## config.mk

```make
export PLATFORM = sky130hd
export DESIGN_NAME = plus_minus_target_sum_search
export DESIGN_NICKNAME = d
export VERILOG_FILES = /design/src/design/pmts_pkg.sv /design/src/design/pmts_store.sv /design/src/design/pmts_accum.sv /design/src/design/plus_minus_target_sum_search.sv
export SDC_FILE = /design/constraint.sdc
export NUM_CORES = 1
export LEC_CHECK = 0
export ABC_AREA = 1
export BUFFER_PORTS_ARGS = -buffer_cell sky130_fd_sc_hd__buf_2
export CAP_MARGIN = 20
export CORE_MARGIN = 4
export CORE_UTILIZATION = 51
export DETAILED_ROUTE_END_ITERATION = 10
export GPL_ROUTABILITY_DRIVEN = 0
export GPL_TIMING_DRIVEN = 1
export HOLD_SLACK_MARGIN = 0.1
export PLACE_DENSITY = 0.79
export SYNTH_ARGS = -nofsm -noshare
export SYNTH_HDL_FRONTEND = slang
export SYNTH_SLANG_ARGS = --single-unit
export TNS_END_PERCENT = 50
```

## constraint.sdc

```tcl
create_clock -name clk -period 4.3 [get_ports clk]
set_input_delay 0.215 -clock clk [delete_from_list [all_inputs] [get_ports clk]]
set_output_delay 0.215 -clock clk [all_outputs]
set_load 0.05 [all_outputs]
```

## src/design/pmts_pkg.sv

```systemverilog
// Shared widths, defaults and control types for the plus/minus target sum search.
`timescale 1ns / 1ps

package pmts_pkg;

    localparam int DEF_MAX_TERMS  = 15;
    localparam int DEF_VALUE_BITS = 16;

    localparam int VALUE_W  = 16;
    localparam int TARGET_W = 21;
    localparam int MASK_W   = 14;
    localparam int COUNT_W  = 4;

    localparam int S_DATA_W = 40;
    localparam int M_DATA_W = 24;

    // Commands from the sequencer to the shared add/subtract unit
    typedef struct packed {
        logic load;
        logic step;
        logic minus;
    } acc_ctrl_t;

endpackage

```

## src/design/pmts_store.sv

```systemverilog
// Register file holding the numbers of the current sequence.
`timescale 1ns / 1ps

module pmts_store
    import pmts_pkg::*;
#(
    parameter int MAX_TERMS  = DEF_MAX_TERMS,
    parameter int VALUE_BITS = DEF_VALUE_BITS,
    localparam int IDX_W     = (MAX_TERMS > 1) ? $clog2(MAX_TERMS) : 1
)
(
    input  logic                  clk,
    input  logic                  wr_en,
    input  logic [IDX_W-1:0]      wr_addr,
    input  logic [VALUE_BITS-1:0] wr_data,
    input  logic [IDX_W-1:0]      rd_addr,
    output logic [VALUE_BITS-1:0] rd_data
);

    logic [VALUE_BITS-1:0] mem_reg [MAX_TERMS];
    logic [VALUE_BITS-1:0] rd_data_reg;

    always_ff @(posedge clk)
    begin
        if (wr_en)
        begin
            mem_reg[wr_addr] <= wr_data;
        end
    end

    always_ff @(posedge clk)
    begin
        // Pass a same-cycle write straight through to the read port
        if (wr_en && (wr_addr == rd_addr))
        begin
            rd_data_reg <= wr_data;
        end
        else
        begin
            rd_data_reg <= mem_reg[rd_addr];
        end
    end

    assign rd_data = rd_data_reg;

endmodule

```

## src/design/pmts_accum.sv

```systemverilog
// Shared add/subtract unit with the running signed sum and the target compare.
`timescale 1ns / 1ps

module pmts_accum
    import pmts_pkg::*;
#(
    parameter int VALUE_BITS = DEF_VALUE_BITS,
    localparam int SUM_W     = (VALUE_BITS + 6 > TARGET_W) ? VALUE_BITS + 6 : TARGET_W
)
(
    input  logic                       clk,
    input  logic                       rst_n,
    input  acc_ctrl_t                  ctrl,
    input  logic [VALUE_BITS-1:0]      operand,
    input  logic signed [TARGET_W-1:0] goal,
    output logic                       equal
);

    logic signed [SUM_W-1:0] acc_reg;
    logic signed [SUM_W-1:0] acc_next;
    logic signed [SUM_W-1:0] opnd_ext;
    logic signed [SUM_W-1:0] goal_ext;

    assign opnd_ext = $signed(SUM_W'(operand));
    assign goal_ext = SUM_W'(goal);

    always_comb
    begin
        acc_next = acc_reg;
        if (ctrl.load)
        begin
            acc_next = opnd_ext;
        end
        else if (ctrl.step)
        begin
            acc_next = ctrl.minus ? (acc_reg - opnd_ext) : (acc_reg + opnd_ext);
        end
    end

    always_ff @(posedge clk or negedge rst_n)
    begin
        if (!rst_n)
        begin
            acc_reg <= '0;
        end
        else
        begin
            acc_reg <= acc_next;
        end
    end

    assign equal = (acc_reg == goal_ext);

endmodule

```

## src/design/plus_minus_target_sum_search.sv

```systemverilog
// Numbers stream in one item per cycle while s_axis_tready is high; the item with tlast
// closes the sequence of n numbers and carries the target. The block then goes through the
// 2^(n-1) plus/minus patterns over numbers 2..n until one matches, plus tried before minus
// with number 2 the most significant choice, and delivers one result item: found, the plus
// mask of the first matching pattern, and n. One adder/subtractor is shared: each pattern
// loads number 1, adds or subtracts numbers 2..n one at a time, then compares the sum with
// the target, and s_axis_tready stays low until the result has gone into the output
// register. Numbers beyond MAX_TERMS in one sequence are dropped. The result sits in an
// output register, so loading of the next sequence starts while it waits to be taken.
`timescale 1ns / 1ps

module plus_minus_target_sum_search
    import pmts_pkg::*;
#(
    parameter int MAX_TERMS  = DEF_MAX_TERMS,
    parameter int VALUE_BITS = DEF_VALUE_BITS
)
(
    input  logic                clk,
    input  logic                rst_n,
    input  logic                s_axis_tvalid,
    output logic                s_axis_tready,
    input  logic [S_DATA_W-1:0] s_axis_tdata,   // value [15:0], target [36:16], zero pad
    input  logic                s_axis_tlast,
    output logic                m_axis_tvalid,
    input  logic                m_axis_tready,
    output logic [M_DATA_W-1:0] m_axis_tdata,   // plus_mask [13:0], term_count [17:14], zero pad
    output logic                m_axis_tuser    // found
);

    localparam int IDX_W = (MAX_TERMS > 1) ? $clog2(MAX_TERMS) : 1;
    localparam int CNT_W = $clog2(MAX_TERMS + 1);
    localparam int PAT_W = (MAX_TERMS > 1) ? MAX_TERMS - 1 : 1;

    localparam logic [2:0] S_LOAD = 3'd0;
    localparam logic [2:0] S_INIT = 3'd1;
    localparam logic [2:0] S_SUM  = 3'd2;
    localparam logic [2:0] S_DONE = 3'd3;

    logic [2:0]                 state_reg, state_next;
    logic [CNT_W-1:0]           count_reg, count_next;
    logic [CNT_W-1:0]           n_reg, n_next;
    logic [CNT_W-1:0]           k_reg, k_next;
    logic [PAT_W-1:0]           pat_reg, pat_next;
    logic [PAT_W-1:0]           pm_reg, pm_next;
    logic signed [TARGET_W-1:0] goal_reg, goal_next;

    logic                       out_valid_reg, out_valid_next;
    logic                       out_found_reg, out_found_next;
    logic [MASK_W-1:0]          out_mask_reg, out_mask_next;
    logic [COUNT_W-1:0]         out_count_reg, out_count_next;

    logic                       in_fire;
    logic                       room;
    logic                       wr_en;
    logic [VALUE_BITS-1:0]      wr_data;
    logic [IDX_W-1:0]           rd_addr;
    logic [VALUE_BITS-1:0]      rd_data;
    logic                       equal;
    acc_ctrl_t                  ctrl;
    logic [PAT_W:0]             pat_span;
    logic [PAT_W-1:0]           pat_last;
    logic [CNT_W-1:0]           sign_pos;
    logic                       minus;
    logic                       out_free;

    assign s_axis_tready = (state_reg == S_LOAD);
    assign in_fire       = s_axis_tvalid & s_axis_tready;
    assign room          = (count_reg < CNT_W'(MAX_TERMS));
    assign wr_en         = in_fire & room;
    assign wr_data       = VALUE_BITS'({{32{1'b0}}, s_axis_tdata[VALUE_W-1:0]});
    // Drive the address from the next-state values, since the store read is registered
    assign rd_addr       = (state_next == S_SUM) ? k_next[IDX_W-1:0] : '0;

    // Last pattern index is 2^(n-1) - 1
    assign pat_span = ((PAT_W + 1)'(1) << (n_reg - CNT_W'(1))) - (PAT_W + 1)'(1);
    assign pat_last = pat_span[PAT_W-1:0];

    // Number k+1 (store index k) takes its sign from pattern bit n-1-k
    assign sign_pos = n_reg - k_reg - CNT_W'(1);
    assign minus    = pat_reg[sign_pos[IDX_W-1:0]];
    assign out_free = !out_valid_reg || m_axis_tready;

    pmts_store #(
        .MAX_TERMS  (MAX_TERMS),
        .VALUE_BITS (VALUE_BITS)
    ) u_store (
        .clk     (clk),
        .wr_en   (wr_en),
        .wr_addr (count_reg[IDX_W-1:0]),
        .wr_data (wr_data),
        .rd_addr (rd_addr),
        .rd_data (rd_data)
    );

    pmts_accum #(
        .VALUE_BITS (VALUE_BITS)
    ) u_accum (
        .clk     (clk),
        .rst_n   (rst_n),
        .ctrl    (ctrl),
        .operand (rd_data),
        .goal    (goal_reg),
        .equal   (equal)
    );

    always_comb
    begin
        state_next     = state_reg;
        count_next     = count_reg;
        n_next         = n_reg;
        k_next         = k_reg;
        pat_next       = pat_reg;
        pm_next        = pm_reg;
        goal_next      = goal_reg;
        out_valid_next = out_valid_reg;
        out_found_next = out_found_reg;
        out_mask_next  = out_mask_reg;
        out_count_next = out_count_reg;
        ctrl           = '0;

        if (out_valid_reg && m_axis_tready)
        begin
            out_valid_next = 1'b0;
        end

        unique case (state_reg)
            S_LOAD:
            begin
                if (in_fire)
                begin
                    if (room)
                    begin
                        count_next = count_reg + CNT_W'(1);
                    end
                    if (s_axis_tlast)
                    begin
                        n_next     = room ? count_reg + CNT_W'(1) : count_reg;
                        goal_next  = s_axis_tdata[VALUE_W +: TARGET_W];
                        pat_next   = '0;
                        state_next = S_INIT;
                    end
                end
            end
            S_INIT:
            begin
                ctrl.load  = 1'b1;
                k_next     = CNT_W'(1);
                pm_next    = '0;
                state_next = S_SUM;
            end
            S_SUM:
            begin
                if (k_reg < n_reg)
                begin
                    ctrl.step  = 1'b1;
                    ctrl.minus = minus;
                    if (!minus)
                    begin
                        pm_next = pm_reg | (PAT_W'(1) << (k_reg - CNT_W'(1)));
                    end
                    k_next = k_reg + CNT_W'(1);
                end
                else if (equal || (pat_reg == pat_last))
                begin
                    state_next = S_DONE;
                end
                else
                begin
                    pat_next   = pat_reg + PAT_W'(1);
                    state_next = S_INIT;
                end
            end
            S_DONE:
            begin
                // Hold the finished result until the output register frees up
                if (out_free)
                begin
                    out_valid_next = 1'b1;
                    out_found_next = equal;
                    out_mask_next  = equal ? MASK_W'({{MASK_W{1'b0}}, pm_reg}) : '0;
                    out_count_next = COUNT_W'({{COUNT_W{1'b0}}, n_reg});
                    count_next     = '0;
                    state_next     = S_LOAD;
                end
            end
            default:
            begin
                state_next = S_LOAD;
            end
        endcase
    end

    always_ff @(posedge clk or negedge rst_n)
    begin
        if (!rst_n)
        begin
            state_reg     <= S_LOAD;
            count_reg     <= '0;
            out_valid_reg <= 1'b0;
        end
        else
        begin
            state_reg     <= state_next;
            count_reg     <= count_next;
            out_valid_reg <= out_valid_next;
        end
    end

    always_ff @(posedge clk)
    begin
        n_reg         <= n_next;
        k_reg         <= k_next;
        pat_reg       <= pat_next;
        pm_reg        <= pm_next;
        goal_reg      <= goal_next;
        out_found_reg <= out_found_next;
        out_mask_reg  <= out_mask_next;
        out_count_reg <= out_count_next;
    end

    assign m_axis_tvalid = out_valid_reg;
    assign m_axis_tuser  = out_found_reg;
    assign m_axis_tdata  = {{(M_DATA_W - MASK_W - COUNT_W){1'b0}}, out_count_reg, out_mask_reg};

endmodule

```

==> results of run 1 <==
-- per-stage QoR --
step                setup WS [ns]  cells  hold WS (ns)  total power [mW]
floorplan                 0.09862   1709      -0.08059             5.932
global placement           0.1195   2202        0.3150             6.511
detailed placement       -0.05529   2202        0.3352             6.598
CTS                       0.02400   2308        0.1022             9.795
global route              -0.1335   2321        0.1319             10.61
finish                     0.1593   2321        0.1163             10.07
-- report_power, final --
| group | internal, mW | switching (mW) |
|---|---|---|
| combinational | 1.05 | 1.75 |
| sequential | 3.94 | 0.177 |
| clock | 1.86 | 1.30 |
-- logic make-up after synthesis --
group	Yosys count	synth area share
and+or+nand+nor	783	0.1931
other	1	0.0002216
AOI/OAI and AO/OA	205	0.06810
DFF	350	0.6075
buffers and inverters	261	0.06743
xor gates and xnor gates	60	0.03105
adders and majority gates	43	0.03268
-- layout make-up --
cell class / count / area share
Clock buffer: 44 / 0.04860
Sequential cell: 350 / 0.5195
Multi-Input combinational cell: 1098 / 0.2892
Timing Repair Buffer: 167 / 0.06516
Clock inverter: 23 / 0.01220
Inverter: 197 / 0.03735
Tap cell: 442 / 0.02794
-- worst min-delay path, stage by stage --
cell	delay (ns)
buf_2	0.07
inv_1	0.08
o221ai_1	0.22
-- routing by layer --
metal	share of wire	track usage	routed length, microns
met5	0.00020	0	8
met4	0.030	0.07348	1176
met3	0.077	0.03578	3026
met2	0.50	0.3732	19630
met1	0.40	0.2701	15610
-- final timing paths --
path / from / slack [ns] / cells after the start / to
max in group asynchronous: rst_n / 3.51 / 2 / u_accum.acc_reg[1]
setup reg to reg: n_reg[0] / 0.16 / 23 / u_accum.acc_reg[21]
setup / recovery: n_reg[0] / 0.16 / 23 / u_accum.acc_reg[21]
hold / removal: s_axis_tvalid / 0.12 / 3 / state_reg[0]
min in group asynchronous: rst_n / 0.30 / 2 / u_accum.acc_reg[10]
hold reg to reg: k_reg[3] / 0.52 / 1 / k_reg[3]
-- repair_timing --
action                                 4_1_cts  5_1_grt
hold buffers                                39        0
endpoints found under the hold margin      293        0
resized for setup                            2       40
setup endpoints to repair                    3       14
pin swaps                                    0       14
buffers inserted                             0       11
-- layout by cell type (no fill, tap or decap), types with 4 or more instances in the layout --
cell type	synthesis	layout
clkbuf_16	0	37
buf_4	17	56
ha_1	41	39
clkinv_1	1	4
o21ai_0	66	61
xnor2_1	30	30
clkbuf_1	19	6
nand4_1	4	4
inv_2	7	8
a21oi_1	73	61
dfrtp_1	30	30
dfxtp_1	8	6
bufinv_16	0	4
a22oi_1	5	5
clkinv_2	0	11
dlygate4sd3_1	0	39
conb_1	1	7
buf_12	0	6
nor3_2	1	5
nor3_1	16	12
nand2_2	3	9
inv_1	189	188
edfxtp_1	312	312
nor2_2	6	18
nand2_1	438	432
buf_2	18	62
o211ai_1	18	18
o21ai_2	2	5
o21ai_1	18	20
nand3_1	158	157
nor2_1	139	127
a21oi_2	0	12
xor2_1	30	30
==> results.sh, run 1 <==
export IMPL_maxCapViolCount=0
export IMPL_cts_sinks=350
export IMPL_cts_tree="yes"
export IMPL_synth_seq_cells=350
export IMPL_register_area_sq_um=10280
export IMPL_ios=72
export IMPL_cp_arrival_ns=4.56
export IMPL_slew_violations=0
export IMPL_critical_path_max_stage_delay_ns=0.50
export IMPL_vias_per_cell=5.382
export IMPL_antenna_found_initial=1
export IMPL_synth_flop_cell="edfxtp_1"
export IMPL_yosysMostFrequentCell="nand2_1"
export IMPL_syn_area_per_cell_sq_um=9.937
export IMPL_crit_path_end_kind="register"
export IMPL_synth_area_sq_um=16920
export IMPL_first_iter_violations=1247
export IMPL_setup_viol=0
export IMPL_initial_core_util=0.5188
export IMPL_grt_pass1_wl_mm=61.58
export IMPL_dieWidth_microns=190.2
export IMPL_synth_area_leaders="edfxtp_1, nand2_1, nand3_1, dfrtp_1, inv_1"
export IMPL_ir_worst_vdd_uv=358.3
export IMPL_crit_fanout=9
export IMPL_synthCells=1703
export IMPL_dpl_cell_area_sq_um=17930
export IMPL_period_share=0.9630
export IMPL_fillers=2481
export IMPL_yosys_area_top_type_share=0.5536
export IMPL_drt_pass1_iter_count=5
export IMPL_dpl_hpwl_mm=24.49
export IMPL_synthToLayoutAreaGrowth_pct=16.98
export IMPL_grt_remaining_overflow=0
export IMPL_critPathRequiredTime_ns=4.72
export IMPL_fmaxAchievable_mhz=241.5
export IMPL_min_period_ns=4.141
export IMPL_largest_reg_flops=240
export IMPL_ys_types=50
export IMPL_ant_nets=0
export IMPL_die_h_microns=190.2
export IMPL_vias=12490
export IMPL_port_buffers=62
export IMPL_seq_area_frac_synth=0.6075
export IMPL_crit_family="compound AO/OA/AOI/OAI gates"
export IMPL_synth_common_cells="nand2_1, edfxtp_1, inv_1"
export IMPL_relSlewSlack=0.2679
export IMPL_root_buffer="clkbuf_16"
export IMPL_grt_usage=0.2132
export IMPL_critPathBufInv=3
export IMPL_critPathKind="reg -> reg"
export IMPL_grt_max_degree=51
export IMPL_yosys_warnings=0
export IMPL_slowest_stage="fa_1"
export IMPL_outcome="completed"
export IMPL_fin_nets=1939
export IMPL_diodes=0
export IMPL_async_flop_share=0.08571
export IMPL_drt_wirelength_per_cell_microns=17.00
export IMPL_synth_edff_count=312
export IMPL_ctsHtreeMaxLevel=2
export IMPL_grt_pass1_vias=12090
export IMPL_die_area_sq_um=36160
export IMPL_fin_util=0.6069
export IMPL_path_clk_slew_ns=0.06
export IMPL_synth_top_area_cell="edfxtp_1"
export IMPL_core_sq_um=32620
export IMPL_finClkSkew_ns=0.01824
export IMPL_final_area_sq_um=19800
export IMPL_drive_gt1_frac=0.1389
export IMPL_cts_made_buffers=37
export IMPL_hold_viol_final=0
export IMPL_leakage_nw=8.183
export IMPL_routed_wl_mm=39.46
export IMPL_finalSetupTns_ns=0
export IMPL_rows=66
export IMPL_multi_input_area_sq_um=5725
export IMPL_clk_path_buf_depth=3
export IMPL_power_density_nw_per_um2=508.5
export IMPL_setup_worst_path_start_class="register"
export IMPL_critical_path_cell_chain="ha_2 > fa_1 > inv_1 > a21oi_1 > o21ai_0 > o211ai_1 > o211ai_1 > o21ai_1 > nor2_1 > nand2_2 > buf_6 > buf_6 > o21ai_2 > xor2_1 > ha_1 > a21oi_2 > o21ai_1 > a221oi_2 > nand3_2 > a21oi_2 > nand3_1 > nand3_1 > nand2_1"
export IMPL_clock_latency_ns=0.54
export IMPL_worstMarginPinSlew_ns=1.097
export IMPL_drc=0
export IMPL_holdCritPathClass="in -> reg"
Note: power is estimated with default switching activity, not from simulation.
==> inputs of run 2 (changes only) <==
CELL_PAD_IN_SITES_DETAIL_PLACEMENT = 1   (was unset)
CELL_PAD_IN_SITES_GLOBAL_PLACEMENT = 1   (was unset)
CORE_UTILIZATION = 44   (was 51)
PLACE_DENSITY = 0.84   (was 0.79)
==> run 2 against run 1 <==
  * Fmax is 2.5% lower
  * Wire length grew 29%
  * Combinational power is 18% higher
  * Sequential power hardly changed
==> results.sh, run 2 (synthesis gave the netlist of run 1 again) <==
export IMPL_crit_path_end_kind="register"
export IMPL_cts_made_buffers=39
export IMPL_root_buffer="clkbuf_16"
export IMPL_port_buffers=62
export IMPL_core_sq_um=37840
export IMPL_initial_core_util=0.4472
export IMPL_clk_path_buf_depth=3
export IMPL_relSlewSlack=0.3877
export IMPL_clock_latency_ns=0.57
export IMPL_dpl_cell_area_sq_um=18110
export IMPL_setup_worst_path_start_class="register"
export IMPL_final_cell_mix="nand2_1, edfxtp_1, inv_1"
export IMPL_ant_nets=0
export IMPL_fin_util=0.5329
export IMPL_path_clk_slew_ns=0.06
export IMPL_outcome="completed"
export IMPL_reg2reg_depth=24
export IMPL_rsz0062_at_grt="true"
export IMPL_first_iter_violations=791
export IMPL_critPathRequiredTime_ns=4.74
export IMPL_min_path_cells=3
export IMPL_cts_sinks=350
export IMPL_fillers=4198
export IMPL_maxCapViolCount=0
export IMPL_ir_worst_vdd_uv=328.0
export IMPL_final_common_cell="nand2_1"
export IMPL_finClkSkew_ns=0.01352
export IMPL_hold_viol_final=0
export IMPL_grt_usage=0.2337
export IMPL_ctsHtreeMaxLevel=2
export IMPL_power_density_nw_per_um2=521.9
export IMPL_diodes=0
export IMPL_drive_gt1_frac=0.1559
export IMPL_drt_pass1_iter_count=5
export IMPL_largest_reg_flops=240
export IMPL_holdCritPathClass="in -> reg"
export IMPL_ios=72
export IMPL_min_period_ns=4.245
export IMPL_period_share=0.9872
export IMPL_cp_arrival_ns=4.69
export IMPL_dieWidth_microns=204.1
export IMPL_die_h_microns=204.1
export IMPL_drt_wirelength_per_cell_microns=21.08
export IMPL_setup_viol=0
export IMPL_drc=0
export IMPL_grt_pass1_wl_mm=75.84
export IMPL_critPathKind="reg -> reg"
export IMPL_final_area_sq_um=20170
export IMPL_slew_violations=0
export IMPL_die_area_sq_um=41660
export IMPL_leakage_nw=8.299
export IMPL_fin_total_pwr_mw=10.52
export IMPL_rows=71
export IMPL_vias_per_cell=5.445
export IMPL_dpl_hpwl_mm=31.30
export IMPL_vias=13120
export IMPL_crit_fanout=9
export IMPL_grt_max_degree=68
export IMPL_routed_wl_mm=50.81
export IMPL_grt_pass1_vias=13840
export IMPL_fmaxAchievable_mhz=235.6
export IMPL_antenna_found_initial=0
export IMPL_cts_tree="yes"
export IMPL_grt_remaining_overflow=0
export IMPL_synthToLayoutAreaGrowth_pct=19.17
export IMPL_fin_nets=1961
export IMPL_worstMarginPinSlew_ns=0.9175
## run 2: cell count changes in the layout (fill, tap and decap cells not counted), moves of 5 or more
cell	delta
o21ai_1	+9
clkinv_1	+8
buf_4	+19
nand3_2	+5
clkinv_2	-7
o21ai_0	-11
## run 2: timing repair
action | in CTS | in global routing
resized for setup | 12 | 87
hold buffers | 41 | 0
endpoints found under the setup margin | 11 | 15
endpoints found under the hold margin | 293 | 0
setup buffers | 1 | 16
pin swaps | 3 | 33
## run 2: final timing paths
| check | to | startpoint | slack, ns |
|---|---|---|---|
| setup / recovery | u_accum.acc_reg[20] | n_reg[0] | 0.06 |
| hold / removal | n_reg[2] | s_axis_tlast | 0.16 |
| setup reg to reg | u_accum.acc_reg[20] | n_reg[0] | 0.06 |
| hold reg to reg | k_reg[3] | k_reg[3] | 0.55 |
| max in group asynchronous | u_accum.acc_reg[11] | rst_n | 3.45 |
| min in group asynchronous | u_accum.acc_reg[0] | rst_n | 0.32 |
## run 2: area by class of cell
cell class              instances  area, sq um  share of cell area
repair buffers                187         1436             0.07122
well taps                     511        639.4             0.03170
inverters                     197        744.5             0.03692
clock buffers                  46         1002             0.04970
multi-input cells            1098         5916              0.2933
flip-flops and latches        350        10290              0.5101
clock inverters                21        142.6            0.007073
## run 2: worst max-delay path: stages (launching register included)
cell and delay, ns:
edfxtp_1 0.43, ha_4 0.19, fa_1 0.56, inv_2 0.08, a21oi_1 0.12, o21ai_1 0.09
nand3_1 0.09, nand2_1 0.07, o21ai_2 0.19, nor2_2 0.05, nand2_2 0.14, buf_4 0.16
buf_6 0.15, o21ai_2 0.08, xor2_2 0.17, ha_4 0.34, nand2_2 0.11, nor4_4 0.34
nand3_1 0.16, nand3_2 0.13, nand3_2 0.08, nand2_2 0.10, a21oi_2 0.06, o21ai_1 0.11
nand2_1 0.10
## run 2: metal layers
layer / up-vias / track usage / routed length, microns
li1: 6038 / - / -
met1: 6500 / 0.2777 / 19770
met2: 431 / 0.4229 / 25990
met3: 153 / 0.03824 / 2826
met4: 0 / 0.09380 / 2215
met5: - / 0 / 0
## run 2: per-stage QoR
step	setup WS [ns]	std cells	TNS, ns	hold slack [ns]
global route	-0.1721	2410	-1.201	0.1645
CTS	-0.01049	2394	-0.01049	0.1488
floorplan	0.09862	1709	0	-0.08059
finish	0.05511	2410	0	0.1626
detailed placement	-0.2042	2285	-1.038	0.3615
global placement	0.07529	2285	0	0.3466
## run 2: power breakdown
group / total [mW] / leakage, nW / switching, mW / internal [mW]
Combinational: 3.29 / 4.47 / 2.06 / 1.24
Sequential: 4.14 / 3.28 / 0.200 / 3.95
Clock: 3.09 / 0.551 / 1.36 / 1.73
